[src/rtl/tcpop_pkg.sv]
// Shared types and constants of the TCP option parser.
package tcpop_pkg;

  // Largest option area that is walked; longer areas saturate to it
  localparam logic [5:0] MAX_OPT_BYTES = 6'd40;

  // Option kinds
  localparam logic [7:0] KIND_EOL       = 8'd0;
  localparam logic [7:0] KIND_NOP       = 8'd1;
  localparam logic [7:0] KIND_MSS       = 8'd2;
  localparam logic [7:0] KIND_WINDOW    = 8'd3;
  localparam logic [7:0] KIND_SACK_PERM = 8'd4;
  localparam logic [7:0] KIND_TIMESTAMP = 8'd8;

  // Exact option lengths, kind and length bytes included, and the minimum length
  localparam logic [7:0] LEN_MSS       = 8'd4;
  localparam logic [7:0] LEN_WINDOW    = 8'd3;
  localparam logic [7:0] LEN_SACK_PERM = 8'd2;
  localparam logic [7:0] LEN_TIMESTAMP = 8'd10;
  localparam logic [7:0] LEN_MIN       = 8'd2;

  // Presence flag bit positions
  localparam int unsigned FLAG_MSS    = 0;
  localparam int unsigned FLAG_WSCALE = 1;
  localparam int unsigned FLAG_TSTAMP = 2;
  localparam int unsigned FLAG_SACK   = 3;

  // Configuration register map (index taken from paddr[2])
  localparam logic       CFG_IDX_MAX_WSCALE = 1'b0;
  localparam logic [3:0] MAX_WSCALE_RESET   = 4'd14;

  typedef enum logic [2:0] {
    PH_IDLE = 3'd0,
    PH_KIND = 3'd1,
    PH_LEN  = 3'd2,
    PH_BODY = 3'd3,
    PH_DONE = 3'd4
  } phase_e;

  // One input item
  typedef struct packed {
    logic [7:0] opt_byte;
    logic       first;
    logic       last;
    logic [5:0] area_len;
  } in_item_t;

  // One result item
  typedef struct packed {
    logic        has_mss;
    logic        has_wscale;
    logic        has_tstamp;
    logic        has_sack_ok;
    logic [15:0] seg_size;
    logic [3:0]  wscale;
    logic [31:0] ts_value;
    logic [31:0] ts_echo;
    logic        parse_error;
  } result_t;

endpackage

[src/rtl/tcpop_if.sv]
// Valid/ready channel interfaces for option bytes and parse results.
interface tcpop_in_if;
  logic       valid;
  logic       ready;
  logic [7:0] opt_byte;
  logic       first;
  logic       last;
  logic [5:0] area_len;

  modport source (output valid, output opt_byte, output first, output last,
                  output area_len, input ready);
  modport sink   (input valid, input opt_byte, input first, input last,
                  input area_len, output ready);
endinterface

interface tcpop_out_if;
  logic        valid;
  logic        ready;
  logic        has_mss;
  logic        has_wscale;
  logic        has_tstamp;
  logic        has_sack_ok;
  logic [15:0] seg_size;
  logic [3:0]  wscale;
  logic [31:0] ts_value;
  logic [31:0] ts_echo;
  logic        parse_error;

  modport source (output valid, output has_mss, output has_wscale, output has_tstamp,
                  output has_sack_ok, output seg_size, output wscale, output ts_value,
                  output ts_echo, output parse_error, input ready);
  modport sink   (input valid, input has_mss, input has_wscale, input has_tstamp,
                  input has_sack_ok, input seg_size, input wscale, input ts_value,
                  input ts_echo, input parse_error, output ready);
endinterface

[src/rtl/tcp_option_parser.sv]
// Top level of the TCP option parser: input register, walker, result register.
//
// Option bytes enter on in_i, one byte per item, in wire order. The item
// with first set samples area_len (saturated to 40), clears the presence
// and error flags and is itself parsed as the first option byte. The item
// with last set produces one result on out_o; other items produce none.
// Option values not seen in a packet keep what an earlier packet left.
//
// An accepted byte is held in the input register and parsed from there;
// for a last byte the result is then captured in the result register and
// shown on out_o. Throughput is one byte per cycle while no last byte waits
// on a stalled out_o, set by the walker state update between the registers.
// When out_o stalls, a last byte waits in the input register and in_i
// drops ready once that register is full; non-last bytes keep flowing.
// Reset clears the parse state, all held option values and both valid
// bits, and sets the window scale clamp to 14. The user must write the
// clamp over the APB-style port at address 0 only while no packet is in
// flight; the block itself does not enforce this.
module tcp_option_parser (
  input  logic        clk_i,
  input  logic        rst_ni,
  tcpop_in_if.sink    in_i,
  tcpop_out_if.source out_o,
  input  logic        psel,
  input  logic        penable,
  input  logic        pwrite,
  input  logic [2:0]  paddr,
  input  logic [31:0] pwdata,
  output logic [31:0] prdata,
  output logic        pready
);
  import tcpop_pkg::*;

  logic       in_valid_q;
  in_item_t   in_item_q;
  logic       consume;
  logic       out_valid_q;
  result_t    out_q;
  result_t    res;
  logic [3:0] max_wscale;

  tcpop_cfg u_cfg (
    .clk_i        (clk_i),
    .rst_ni       (rst_ni),
    .psel         (psel),
    .penable      (penable),
    .pwrite       (pwrite),
    .paddr        (paddr),
    .pwdata       (pwdata),
    .prdata       (prdata),
    .pready       (pready),
    .max_wscale_o (max_wscale)
  );

  // A registered byte moves on unless it is a last byte and out_o is stalled
  assign consume    = in_valid_q && (!in_item_q.last || !out_valid_q || out_o.ready);
  assign in_i.ready = !in_valid_q || consume;

  // Input register
  always_ff @(posedge clk_i or negedge rst_ni) begin
    if (!rst_ni) begin
      in_valid_q <= 1'b0;
    end else if (in_i.ready) begin
      in_valid_q <= in_i.valid;
    end
  end

  always_ff @(posedge clk_i) begin
    if (in_i.ready && in_i.valid) begin
      in_item_q.opt_byte <= in_i.opt_byte;
      in_item_q.first    <= in_i.first;
      in_item_q.last     <= in_i.last;
      in_item_q.area_len <= in_i.area_len;
    end
  end

  tcpop_parse u_parse (
    .clk_i        (clk_i),
    .rst_ni       (rst_ni),
    .step_i       (consume),
    .item_i       (in_item_q),
    .max_wscale_i (max_wscale),
    .res_o        (res)
  );

  // Result register
  always_ff @(posedge clk_i or negedge rst_ni) begin
    if (!rst_ni) begin
      out_valid_q <= 1'b0;
    end else if (consume && in_item_q.last) begin
      out_valid_q <= 1'b1;
    end else if (out_o.ready) begin
      out_valid_q <= 1'b0;
    end
  end

  always_ff @(posedge clk_i) begin
    if (consume && in_item_q.last) begin
      out_q <= res;
    end
  end

  assign out_o.valid       = out_valid_q;
  assign out_o.has_mss     = out_q.has_mss;
  assign out_o.has_wscale  = out_q.has_wscale;
  assign out_o.has_tstamp  = out_q.has_tstamp;
  assign out_o.has_sack_ok = out_q.has_sack_ok;
  assign out_o.seg_size    = out_q.seg_size;
  assign out_o.wscale      = out_q.wscale;
  assign out_o.ts_value    = out_q.ts_value;
  assign out_o.ts_echo     = out_q.ts_echo;
  assign out_o.parse_error = out_q.parse_error;

  a_no_overwrite: assert property (@(posedge clk_i) disable iff (!rst_ni)
    !(consume && in_item_q.last && out_valid_q && !out_o.ready))
    else $error("result overwritten while still pending");

  a_result_follows: assert property (@(posedge clk_i) disable iff (!rst_ni)
    consume && in_item_q.last |=> out_valid_q)
    else $error("last byte parsed without a result");

  a_hold_waiting: assert property (@(posedge clk_i) disable iff (!rst_ni)
    in_valid_q && !consume |=> in_valid_q && $stable(in_item_q))
    else $error("waiting byte lost from input register");

endmodule

[src/rtl/tcpop_cfg.sv]
// APB-style configuration register: window scale clamp.
module tcpop_cfg (
  input  logic        clk_i,
  input  logic        rst_ni,
  input  logic        psel,
  input  logic        penable,
  input  logic        pwrite,
  input  logic [2:0]  paddr,
  input  logic [31:0] pwdata,
  output logic [31:0] prdata,
  output logic        pready,
  output logic [3:0]  max_wscale_o
);
  import tcpop_pkg::*;

  logic [3:0] max_wscale_q;
  logic       wr_en;

  assign pready = 1'b1;
  assign wr_en  = psel && penable && pwrite && (paddr[2] == CFG_IDX_MAX_WSCALE);

  // Register write on the access cycle
  always_ff @(posedge clk_i or negedge rst_ni) begin
    if (!rst_ni) begin
      max_wscale_q <= MAX_WSCALE_RESET;
    end else if (wr_en) begin
      max_wscale_q <= pwdata[3:0];
    end
  end

  // Read-back; unmapped address reads zero
  always_comb begin
    unique case (paddr[2])
      CFG_IDX_MAX_WSCALE: prdata = {28'd0, max_wscale_q};
      default:            prdata = 32'd0;
    endcase
  end

  assign max_wscale_o = max_wscale_q;

  a_cfg_write: assert property (@(posedge clk_i) disable iff (!rst_ni)
    wr_en |=> max_wscale_q == $past(pwdata[3:0]))
    else $error("clamp register did not take written value");

endmodule

[src/rtl/tcpop_parse.sv]
// Per-byte option walker: parse state, option commit and result assembly.
module tcpop_parse (
  input  logic                clk_i,
  input  logic                rst_ni,
  input  logic                step_i,
  input  tcpop_pkg::in_item_t item_i,
  input  logic [3:0]          max_wscale_i,
  output tcpop_pkg::result_t  res_o
);
  import tcpop_pkg::*;

  phase_e      phase_q, phase_d;
  logic [5:0]  left_q, left_d;
  logic [7:0]  kind_q, kind_d;
  logic [7:0]  len_q, len_d;
  logic [5:0]  bidx_q, bidx_d;
  logic [63:0] accum_q, accum_d;
  logic [3:0]  flags_q, flags_d;
  logic [15:0] mss_q, mss_d;
  logic [3:0]  wscale_q, wscale_d;
  logic [31:0] tsval_q, tsval_d;
  logic [31:0] tsecr_q, tsecr_d;
  logic        err_q, err_d;
  logic        do_commit;
  logic [5:0]  alen;
  logic [7:0]  b;

  assign b = item_i.opt_byte;

  // Next state: packet start, one walk step, option commit, then idle after a last byte
  always_comb begin
    phase_d   = phase_q;
    left_d    = left_q;
    kind_d    = kind_q;
    len_d     = len_q;
    bidx_d    = bidx_q;
    accum_d   = accum_q;
    flags_d   = flags_q;
    mss_d     = mss_q;
    wscale_d  = wscale_q;
    tsval_d   = tsval_q;
    tsecr_d   = tsecr_q;
    err_d     = err_q;
    do_commit = 1'b0;
    alen      = (item_i.area_len > MAX_OPT_BYTES) ? MAX_OPT_BYTES : item_i.area_len;

    if (step_i && item_i.first) begin
      left_d  = alen;
      flags_d = '0;
      err_d   = 1'b0;
      kind_d  = '0;
      len_d   = '0;
      bidx_d  = '0;
      accum_d = '0;
      phase_d = (alen == 6'd0) ? PH_DONE : PH_KIND;
    end

    if (step_i && left_d != 6'd0 &&
        (phase_d == PH_KIND || phase_d == PH_LEN || phase_d == PH_BODY)) begin
      unique case (phase_d)
        PH_KIND: begin
          kind_d = b;
          if (b == KIND_EOL) begin
            phase_d = PH_DONE;
          end else if (b == KIND_NOP) begin
            left_d  = left_d - 6'd1;
            phase_d = (left_d == 6'd0) ? PH_DONE : PH_KIND;
          end else if (left_d < 6'd2) begin
            err_d   = 1'b1;
            phase_d = PH_DONE;
          end else begin
            left_d  = left_d - 6'd1;
            phase_d = PH_LEN;
          end
        end
        PH_LEN: begin
          len_d = b;
          if (b < LEN_MIN || b > ({2'b00, left_d} + 8'd1)) begin
            err_d   = 1'b1;
            phase_d = PH_DONE;
          end else begin
            left_d  = left_d - 6'd1;
            accum_d = '0;
            bidx_d  = '0;
            if (b == LEN_MIN) begin
              do_commit = 1'b1;
              phase_d   = (left_d == 6'd0) ? PH_DONE : PH_KIND;
            end else begin
              phase_d = PH_BODY;
            end
          end
        end
        PH_BODY: begin
          accum_d = {accum_d[55:0], b};
          bidx_d  = bidx_d + 6'd1;
          left_d  = left_d - 6'd1;
          if (({2'b00, bidx_d} + 8'd2) >= len_d) begin
            do_commit = 1'b1;
            phase_d   = (left_d == 6'd0) ? PH_DONE : PH_KIND;
          end
        end
        default: begin
          phase_d = phase_q;
        end
      endcase
    end

    // Take the finished option when its length is exact
    if (do_commit) begin
      if (kind_d == KIND_MSS && len_d == LEN_MSS) begin
        mss_d             = accum_d[15:0];
        flags_d[FLAG_MSS] = 1'b1;
      end else if (kind_d == KIND_WINDOW && len_d == LEN_WINDOW) begin
        wscale_d = (accum_d[7:0] > {4'd0, max_wscale_i}) ? max_wscale_i : accum_d[3:0];
        flags_d[FLAG_WSCALE] = 1'b1;
      end else if (kind_d == KIND_TIMESTAMP && len_d == LEN_TIMESTAMP) begin
        tsval_d              = accum_d[63:32];
        tsecr_d              = accum_d[31:0];
        flags_d[FLAG_TSTAMP] = 1'b1;
      end else if (kind_d == KIND_SACK_PERM && len_d == LEN_SACK_PERM) begin
        flags_d[FLAG_SACK] = 1'b1;
      end
    end

    if (step_i && item_i.last) begin
      phase_d = PH_IDLE;
    end
  end

  // Result as seen after this byte
  always_comb begin
    res_o.has_mss     = flags_d[FLAG_MSS];
    res_o.has_wscale  = flags_d[FLAG_WSCALE];
    res_o.has_tstamp  = flags_d[FLAG_TSTAMP];
    res_o.has_sack_ok = flags_d[FLAG_SACK];
    res_o.seg_size    = mss_d;
    res_o.wscale      = wscale_d;
    res_o.ts_value    = tsval_d;
    res_o.ts_echo     = tsecr_d;
    res_o.parse_error = err_d;
  end

  always_ff @(posedge clk_i or negedge rst_ni) begin
    if (!rst_ni) begin
      phase_q  <= PH_IDLE;
      left_q   <= '0;
      kind_q   <= '0;
      len_q    <= '0;
      bidx_q   <= '0;
      accum_q  <= '0;
      flags_q  <= '0;
      mss_q    <= '0;
      wscale_q <= '0;
      tsval_q  <= '0;
      tsecr_q  <= '0;
      err_q    <= 1'b0;
    end else begin
      phase_q  <= phase_d;
      left_q   <= left_d;
      kind_q   <= kind_d;
      len_q    <= len_d;
      bidx_q   <= bidx_d;
      accum_q  <= accum_d;
      flags_q  <= flags_d;
      mss_q    <= mss_d;
      wscale_q <= wscale_d;
      tsval_q  <= tsval_d;
      tsecr_q  <= tsecr_d;
      err_q    <= err_d;
    end
  end

  a_left_bound: assert property (@(posedge clk_i) disable iff (!rst_ni)
    left_q <= MAX_OPT_BYTES)
    else $error("bytes left exceeds option area maximum");

  a_last_idle: assert property (@(posedge clk_i) disable iff (!rst_ni)
    step_i && item_i.last |=> phase_q == PH_IDLE)
    else $error("parser not idle after last byte");

endmodule
[src/flat_wrapper.sv]
// flat-port wrapper written by rule: the top's interface ports become plain ports
module tcp_option_parser_flat import tcpop_pkg::*;
  (clk_i, rst_ni, psel, penable, pwrite, paddr, pwdata, prdata, pready, in_i_valid, in_i_opt_byte, in_i_first, in_i_last, in_i_area_len, in_i_ready, out_o_valid, out_o_has_mss, out_o_has_wscale, out_o_has_tstamp, out_o_has_sack_ok, out_o_seg_size, out_o_wscale, out_o_ts_value, out_o_ts_echo, out_o_parse_error, out_o_ready);
  tcpop_in_if in_i_i ();
  tcpop_out_if out_o_i ();
  input  logic clk_i;
  input  logic rst_ni;
  input  logic psel;
  input  logic penable;
  input  logic pwrite;
  input  logic [2:0] paddr;
  input  logic [31:0] pwdata;
  output logic [31:0] prdata;
  output logic pready;
  input wire logic [$bits(in_i_i.valid)-1:0] in_i_valid;
  input wire logic [$bits(in_i_i.opt_byte)-1:0] in_i_opt_byte;
  input wire logic [$bits(in_i_i.first)-1:0] in_i_first;
  input wire logic [$bits(in_i_i.last)-1:0] in_i_last;
  input wire logic [$bits(in_i_i.area_len)-1:0] in_i_area_len;
  output wire logic [$bits(in_i_i.ready)-1:0] in_i_ready;
  output wire logic [$bits(out_o_i.valid)-1:0] out_o_valid;
  output wire logic [$bits(out_o_i.has_mss)-1:0] out_o_has_mss;
  output wire logic [$bits(out_o_i.has_wscale)-1:0] out_o_has_wscale;
  output wire logic [$bits(out_o_i.has_tstamp)-1:0] out_o_has_tstamp;
  output wire logic [$bits(out_o_i.has_sack_ok)-1:0] out_o_has_sack_ok;
  output wire logic [$bits(out_o_i.seg_size)-1:0] out_o_seg_size;
  output wire logic [$bits(out_o_i.wscale)-1:0] out_o_wscale;
  output wire logic [$bits(out_o_i.ts_value)-1:0] out_o_ts_value;
  output wire logic [$bits(out_o_i.ts_echo)-1:0] out_o_ts_echo;
  output wire logic [$bits(out_o_i.parse_error)-1:0] out_o_parse_error;
  input wire logic [$bits(out_o_i.ready)-1:0] out_o_ready;
  assign in_i_i.valid = in_i_valid;
  assign in_i_i.opt_byte = in_i_opt_byte;
  assign in_i_i.first = in_i_first;
  assign in_i_i.last = in_i_last;
  assign in_i_i.area_len = in_i_area_len;
  assign in_i_ready = in_i_i.ready;
  assign out_o_valid = out_o_i.valid;
  assign out_o_has_mss = out_o_i.has_mss;
  assign out_o_has_wscale = out_o_i.has_wscale;
  assign out_o_has_tstamp = out_o_i.has_tstamp;
  assign out_o_has_sack_ok = out_o_i.has_sack_ok;
  assign out_o_seg_size = out_o_i.seg_size;
  assign out_o_wscale = out_o_i.wscale;
  assign out_o_ts_value = out_o_i.ts_value;
  assign out_o_ts_echo = out_o_i.ts_echo;
  assign out_o_parse_error = out_o_i.parse_error;
  assign out_o_i.ready = out_o_ready;
  tcp_option_parser u_core (.clk_i(clk_i), .rst_ni(rst_ni), .in_i(in_i_i), .out_o(out_o_i), .psel(psel), .penable(penable), .pwrite(pwrite), .paddr(paddr), .pwdata(pwdata), .prdata(prdata), .pready(pready));
endmodule
[config.mk]
export PLATFORM = sky130hd
export DESIGN_NAME = tcp_option_parser_flat
export DESIGN_NICKNAME = d
export VERILOG_FILES = /design/src/rtl/tcpop_pkg.sv /design/src/rtl/tcpop_if.sv /design/src/rtl/tcp_option_parser.sv /design/src/rtl/tcpop_cfg.sv /design/src/rtl/tcpop_parse.sv /design/src/flat_wrapper.sv
export SDC_FILE = /design/constraint.sdc
export NUM_CORES = 1
export LEC_CHECK = 0
export BUFFER_PORTS_ARGS = -buffer_cell sky130_fd_sc_hd__buf_2
export CAP_MARGIN = 20
export CORE_ASPECT_RATIO = 0.6
export CORE_MARGIN = 5
export CORE_UTILIZATION = 60
export CTS_BUF_LIST = sky130_fd_sc_hd__clkbuf_8
export DETAILED_ROUTE_END_ITERATION = 8
export PLACE_DENSITY = 0.83
export SLEW_MARGIN = 20
export SYNTH_ARGS = -nofsm -noshare
export SYNTH_HDL_FRONTEND = slang
export SYNTH_SLANG_ARGS = --single-unit
[constraint.sdc]
create_clock -name clk_i -period 8.65 [get_ports clk_i]
set_input_delay 1.73 -clock clk_i [delete_from_list [all_inputs] [get_ports clk_i]]
set_output_delay 1.73 -clock clk_i [all_outputs]
set_load 0.02 [all_outputs]
## Word level (Yosys, flattened, before mapping)

Cells that the tools add are included.

| storage, ports and cells | value |
|---|---|
| bits in registers | 295 |
| input bits | 58 |
| word-level logic and storage cells | 152 |

| operators by class | value |
|---|---|
| add/subtract/negate cells | 4 |
| $lt $le $gt $ge | 6 |
| equality and inequality tests | 14 |
| multiplexer cells | 72 |
| bitwise logic cells | 1 |
| reductions and logical operators | 27 |

Operators by type and width:

| operator | count |
|---|---|
| two-way mux 32 bit | 8 |
| two-way mux 64 bit | 3 |
| one-hot mux 64 bit (2 select lines) | 1 |
| two-way mux 6 bit | 10 |
| two-way mux 8 bit | 6 |
| == test 8 x 2 -> 1 bit, second input constant | 5 |
| two-way mux 3 bit | 12 |
| two-way mux 16 bit | 2 |
| two-way mux 4 bit | 7 |
| one-hot mux 6 bit (3 select lines) | 1 |
| two-way mux 1 bit | 17 |
| == test 8 x 3 -> 1 bit, second input constant | 2 |
| == test 8 x 4 -> 1 bit, second input constant | 2 |
| logical AND 1 bit | 13 |
| logical NOT 6 bit | 2 |
| one-hot mux 6 bit (2 select lines) | 1 |
| one-hot mux 3 bit (3 select lines) | 1 |
| == test 8 x 1 -> 1 bit, second input constant | 1 |
| >= comparator 7 x 8 -> 1 bit | 1 |
| greater-than comparator 8 x 4 -> 1 bit | 1 |
| greater-than comparator 8 x 7 -> 1 bit | 1 |
| logical NOT 8 bit | 1 |
| < comparator 8 x 2 -> 1 bit, second input constant | 1 |
| adder 6 x 1 -> 7 bit, second input constant | 1 |
| other kinds (15) | 24 |

## Longest topological paths before layout

Gate-level depths: netlist (run 1).

| depth | value |
|---|---|
| depth after elaboration | 18 |
| mapped depth | 28 |
| gate-level depth less buffers | 24 |

## By module

Synthesis (run 1) repeated with hierarchy kept, for this count alone.

| second synthesis, totals | value |
|---|---|
| cells, all modules | 920 |
| area, all modules | 12,410.7 um^2 |

By module, submodules not included:

| module | times used | cells an instance | area each (um^2) | sequential area each (um^2) |
|---|---|---|---|---|
| tcpop_parse | 1 | 761 | 8,718.4 | 4,604.4 |
| tcp_option_parser | 1 | 115 | 3,259.4 | 3,203.1 |
| tcpop_cfg | 1 | 44 | 432.9 | 103.8 |

## Least setup slack after synthesis (run 1)

OpenSTA, ideal clock, no wires.

| timing path | value |
|---|---|
| path type | input -> register |
| start point | input port out_o_ready |
| end point | register u_core.out_q, in the netlist u_core.out_o.wscale[0], data pin |
| library setup time | 263 ps |
| arrival time | 6,570 ps |
| slack | 1,818 ps |
| stages on the path | 26 |
| path buffers | 4 |
| path through | nand3b_4 -> nand3_2 -> buf_4 -> buf_4 -> clkbuf_1 -> o21ai_0 -> ha_1 -> and2_1 -> xor2_1 -> ha_1 -> nand4_1 -> o21bai_1 -> a31oi_1 -> nor3_1 -> o22ai_2 -> clkbuf_1 -> a22o_1 -> ha_1 -> nor2b_1 -> o21ai_0 -> nand2b_1 -> a21oi_1 -> o21ai_0 -> a21oi_1 -> a2bb2oi_1 -> mux2_2 |

RTL lines:

| what | line | RTL |
|---|---|---|
| start, declared | flat_wrapper.sv:31 | `input wire logic [$bits(out_o_i.ready)-1:0] out_o_ready;` |
| end signal, assigned | tcp_option_parser.sv:99 | `out_q <= res;` |
| end, declared | tcp_option_parser.sv:38 | `result_t out_q;` |

==> metrics, run 1 <==
CP peak stage delay=0.59 ns; Via Count=8160; hold depth=2; worst min path class=flop to flop; fin util=68.5%; Routed Antenna Nets=0; IO Port Bufs=122; Longest Clk Path Bufs=3; CP Max Fanout=20; Initial Utilization=60.9%; Fmax=140 MHz; Ys Warns=0; Post-route DRC=0; CTS Buf Count=41; Startpoint Class=input pin; drt first pass iters=5; RSZ-0062 raised after global routing=no; Post-CTS Hold Buffers=0; hpwl dp=18.3 mm; LEAKAGE=6.21 nW; share of cells above drive strength 1=20.1%; Logic pwr share=18.9%; Async S/R FF share, synth=64.4%; final clock skew=0.0361 ns; #FFs+latches synth=295; Routed WL=27.7 mm; sequential share of power=49.4%; core area=0.0199 sq mm; WS Path Type=input pin to flop; Total GRT Usage=23.1%; gp weighted congestion=0.980; antenna cell count=0; DR WL/cell=19.8 um; Data arrival, critical path=7.41 ns; Post-CTS Repair Setup Buffers=0; layout filler cell count=1425; Critical-path top delay cell=o21ai_0; CTS tree=yes; min cycle time layout=7.13 ns; Reg2Reg Depth=20; most numerous cell in the Yosys netlist=dfrtp_1; Worst-path clk slew=0.06 ns; row count=40; Req. time, crit path=8.93 ns; internal power=2.28 mW; number of setup violations in the final report=0; period utilization=82.4%; Initial DRC Count=1004; pin count of the biggest net entering global routing=118; H-tree levels=2; Clock power frac=31.8%; first-pass GRT wire length=43.1 mm; P_sw=974 uW; Final Hold Vio Count=0; Worst-Margin Slew=1.08 ns; CP cell instances=buf_2 -> nand3b_4 -> nand3_2 -> o21ai_0 -> inv_1 -> nor3_1 -> nand2_1 -> xnor2_1 -> ha_1 -> nand4_1 -> o21bai_1 -> a31oi_1 -> nor3_1 -> o22ai_2 -> a22o_1 -> ha_1 -> and4_1 -> o21ai_0 -> a21oi_1 -> a2bb2oi_1 -> mux2_2; die height=120 um; synth cell count leaders=187 x dfrtp_1, 111 x nand2_1, 105 x edfxtp_1, 75 x nor2_1, 49 x a22oi_1; fin nets=1170; post-synthesis sequential area ratio=65.2%; IR drop worst, VDD=0.130 mV; Sink Count=295; clk_lat worst skew=0.54 ns; vias in the first global route=7797; total negative slack=0 ns; Most used DFF post-synth=dfrtp_1; top cells by area, synth=dfrtp_1 39%, edfxtp_1 26%, nand2_1 3.4%, a22oi_1 3.0%, ha_1 2.4%; initial antenna violation count=0; Slew Viols, Final=0; area leader, netlist=dfrtp_1; MaxCap Viol Count=0; switching share of total power=29.9%; Area Growth Syn to Fin=12.6%; post-synth cell types=78; num ports=182; relative slew slack=28.1%; CTS root buf=clkbuf_8; number of flops mapped to enable cells by yosys=105; cells after synthesis=964; Die ar.=0.0233 sq mm; Via-to-Cell Ratio=5.85; Syn Area/Cell=12.6 sq um; post-cts resize count=0; outcome=completed; Die X=194 um; Pwr per Cell Area=238 mW/mm^2; Remaining Overflow, GRT=0; crit end category=flop; Yosys top cell area share=38.6%; post-synthesis cell area=0.0121 sq mm
layout make-up:
cell class,instances,area (sq um),share of cell area [%]
flip-flops and latches,295,7910,57.9
multi-input cells,606,3850,28.2
repair buffers,131,691,5.06
clock inverters,29,158,1.15
well taps,273,342,2.50
clock buffers,47,647,4.74
inverters,14,53.8,0.394
logic make-up after synthesis:
group,synth area share [%]
AOI/OAI and AO/OA,12.1
other,0.0619
buffers and inverters,4.00
DFF,65.2
muxes,4.50
xor gates and xnor gates,1.01
adders and majority gates,2.37
and+or+nand+nor,10.7
layout by cell type, fill, tap and decap left out, types with 17 or more instances in the layout:
cell      synthesis  final
buf_2            13    121
mux2_2           21     21
edfxtp_1        105    105
nand2_1         111    111
a21oi_1          20     20
nor2_1           75     75
conb_1            2     29
o21ai_0          40     40
o21ai_1          42     41
clkbuf_8          0     48
ha_1             23     23
nand3_1          17     17
a22oi_1          49     49
inv_1            14     32
dfrtp_1         187    187
a22o_1           23     23
mux2_1           21     21
registers in the layout, indices dropped and copies added (netlist names), 8 cells and up:
name and count:
u_core.out_o.seg_size 16, u_core.in_item_q 16, u_core.u_parse.mss_q 16, u_core.u_parse.len_q 8
u_core.u_parse.kind_q 8, u_core.u_parse.accum_q 64, u_core.out_o.ts_echo 32, u_core.u_parse.tsecr_q 32
u_core.u_parse.tsval_q 32, u_core.out_o.ts_value 32
final timing paths:
path | startpoint | to | slack [ns]
max in group asynchronous | rst_ni | u_core.u_parse.accum_q[58] | 5.82
worst max-delay path | out_o_ready | u_core.out_o.wscale[3] | 1.52
min in group asynchronous | rst_ni | u_core.u_parse.tsecr_q[24] | 1.32
worst min register to register | u_core.u_parse.flags_q[0] | u_core.u_parse.flags_q[0] | 0.47
worst min-delay path | u_core.u_parse.flags_q[0] | u_core.u_parse.flags_q[0] | 0.47
worst max register to register | u_core.in_item_q[6] | u_core.out_o.wscale[3] | 2.38
worst max-delay path, delay by kind of cell:
kind | cells | cell delay [ns]
compound gates | 8 | 2.93
simple gates | 7 | 1.28
xor+xnor | 1 | 0.15
mux | 1 | 0.28
fa+ha+maj | 2 | 0.64
buf+inv | 2 | 0.36
layer usage:
layer	vias to the layer above	track usage, %	share of wire [%]
li1	3705	-	-
met5	-	0	0
met4	0	4.77	1.4
met3	39	7.07	11
met2	404	31.3	41
met1	4012	36.9	47
power by group through the flow:
stage | combinational, mW | clock (mW) | sequential (mW)
after floorplan | 0.430 | 0 | 1.62
after global placement | 0.580 | 0 | 1.63
after detailed placement | 0.594 | 0 | 1.63
after CTS | 0.598 | 1.05 | 1.60
after global routing | 0.670 | 1.13 | 1.61
final | 0.614 | 1.03 | 1.61
metrics by stage:
stage                     cells  hold slack (ns)  cell area, sq um  setup WS (ns)  total power [mW]
after CTS                  1395            0.477             13600           1.73              3.25
after detailed placement   1319            0.453             12800           1.22              2.22
after global placement     1319            0.443             12800           1.39              2.21
after floorplan             991            0.430             12200           1.82              2.05
final                      1395            0.470             13700           1.52              3.25
after global routing       1395            0.505             13700           1.02              3.41
Note: power is estimated with default switching activity, not from simulation.
==> run 2, diff against run 1 <==
CORE_UTILIZATION = 59   (was 60)
PLACE_DENSITY = 0.82   (was 0.83)
clock period = 6.9 ns   (was 8.65 ns; I/O delays follow)
==> run 2 against run 1 <==
Utilization decreased by 0.30 points. Count of clock-buffer cells in the layout decreased by 1. Clock power increased by 25%. Final area increased by 0.57%. Via count increased by 0.20%. Largest power group unchanged.
==> metrics, run 2 (synthesis results as in run 1) <==
outcome=completed; DR WL/cell=19.8 um; CTS Buf Count=41; Routed WL=27.8 mm; relative slew slack=40.7%; Die X=195 um; num ports=182; pre-CTS setup slack=0.235 ns; antenna cell count=0; Via-to-Cell Ratio=5.82; Reg2Reg Depth=24; Longest Clk Path Bufs=3; Post-CTS Repair Setup Buffers=0; CP peak stage delay=0.46 ns; commonest non-fill, non-tap cell in the layout=dfrtp_1; final clock skew=0.0464 ns; drt first pass iters=6; Remaining Overflow, GRT=0; initial antenna violation count=0; Req. time, crit path=7.18 ns; Data arrival, critical path=6.58 ns; Area Growth Syn to Fin=13.2%; hpwl dp=18.6 mm; Die ar.=0.0236 sq mm; period utilization=91.3%; first-pass GRT wire length=43.5 mm; Total GRT Usage=23.2%; layout filler cell count=1479; H-tree levels=2; CP Max Fanout=8; Via Count=8176; number of setup violations in the final report=0; Post-route DRC=0; commonest non-fill, non-tap cells in the layout=187 x dfrtp_1, 121 x buf_2, 111 x nand2_1, 105 x edfxtp_1, 75 x nor2_1; CTS tree=yes; Final Hold Vio Count=0; clk_lat worst skew=0.54 ns; vias in the first global route=7910; Initial Utilization=60.3%; LEAKAGE=6.27 nW; min cycle time layout=6.30 ns; IR drop worst, VDD=0.151 mV; fin nets=1181; max reg flops=64; die height=121 um; IO Port Bufs=122; Largest Register=u_core.u_parse.accum_q; share of cells above drive strength 1=20.9%; WS Path Type=input pin to flop; crit end category=flop; Pwr per Cell Area=298 mW/mm^2; total negative slack=0 ns; hold depth=2; CTS root buf=clkbuf_8; Post-CTS Hold Buffers=0; Slew Viols, Final=0; Sink Count=295; RSZ-0062 raised after global routing=no; Worst-Margin Slew=0.882 ns; MaxCap Viol Count=0; Routed Antenna Nets=0; row count=40; Initial DRC Count=970; pin count of the biggest net entering global routing=115; Startpoint Class=input pin; gp weighted congestion=0.912; Critical-path top delay cell=o21ai_0; core area=0.0201 sq mm; final setup margin=0.600 ns; Fmax=159 MHz; post-cts resize count=0; worst min path class=flop to flop; Worst-path clk slew=0.06 ns; Most Frequent Cell on Critical Path=o21ai_0
run 2: path summary, 6_finish.rpt:
path / from / end / slack (ns)
setup / recovery: out_o_ready / u_core.out_o.wscale[0] / 0.60
hold / removal: u_core.u_parse.flags_q[2] / u_core.u_parse.flags_q[2] / 0.47
setup reg to reg: u_core.in_item_q[4] / u_core.out_o.wscale[0] / 0.93
hold reg to reg: u_core.u_parse.flags_q[2] / u_core.u_parse.flags_q[2] / 0.47
max in group asynchronous: rst_ni / u_core.u_parse.tsval_q[26] / 4.68
min in group asynchronous: rst_ni / u_core.u_parse.accum_q[20] / 0.92
run 2: worst max-delay path, delay by kind of cell:
family / cells / cell delay [ns]
buffers and inverters: 4 / 0.77
XOR/XNOR: 1 / 0.16
AND/OR/NAND/NOR: 9 / 1.17
AO/OA/AOI/OAI: 10 / 2.18
multiplexers: 1 / 0.28
adder cells (fa/ha/maj): 2 / 0.62
run 2: cell type report:
| cell class | instances | area [sq um] | share of cell area (%) |
|---|---|---|---|
| repair buffers | 142 | 779 | 5.68 |
| clock buffers | 46 | 633 | 4.61 |
| flip-flops and latches | 295 | 7910 | 57.6 |
| multi-input cells | 606 | 3850 | 28.0 |
| clock inverters | 30 | 160 | 1.17 |
| well taps | 273 | 342 | 2.49 |
| inverters | 14 | 53.8 | 0.392 |
run 2: stage by stage:
| step | hold slack [ns] | total power, mW | util (%) | instances | cell area [sq um] |
|---|---|---|---|---|---|
| 2_1_floorplan | 0.430 | 2.57 | - | 991 | 12200 |
| 3_3_place_gp | 0.443 | 2.79 | 64.3 | 1330 | 12900 |
| 3_5_place_dp | 0.460 | 2.81 | 64.3 | 1330 | 12900 |
| 4_1_cts | 0.474 | 4.10 | 68.2 | 1406 | 13700 |
| 5_1_grt | 0.489 | 4.29 | 68.2 | 1406 | 13700 |
| 6_report | 0.473 | 4.09 | 68.2 | 1406 | 13700 |
run 2: layer usage:
layer	part of all wire, %	wire [um]	GRT usage [%]	vias up
met3	10	2840	6.63	29
met5	0	0	0	-
met2	42	11700	32.4	378
met4	1.1	293	4.40	0
li1	-	-	-	3724
met1	47	13100	36.5	4045
run 2: power breakdown:
group / internal, mW / switching [mW] / total (mW) / leakage, nW
combinational: 0.293 / 0.496 / 0.788 / 2.15
sequential: 1.92 / 0.0968 / 2.01 / 3.64
clock: 0.654 / 0.635 / 1.29 / 0.479
total: 2.86 / 1.23 / 4.09 / 6.27
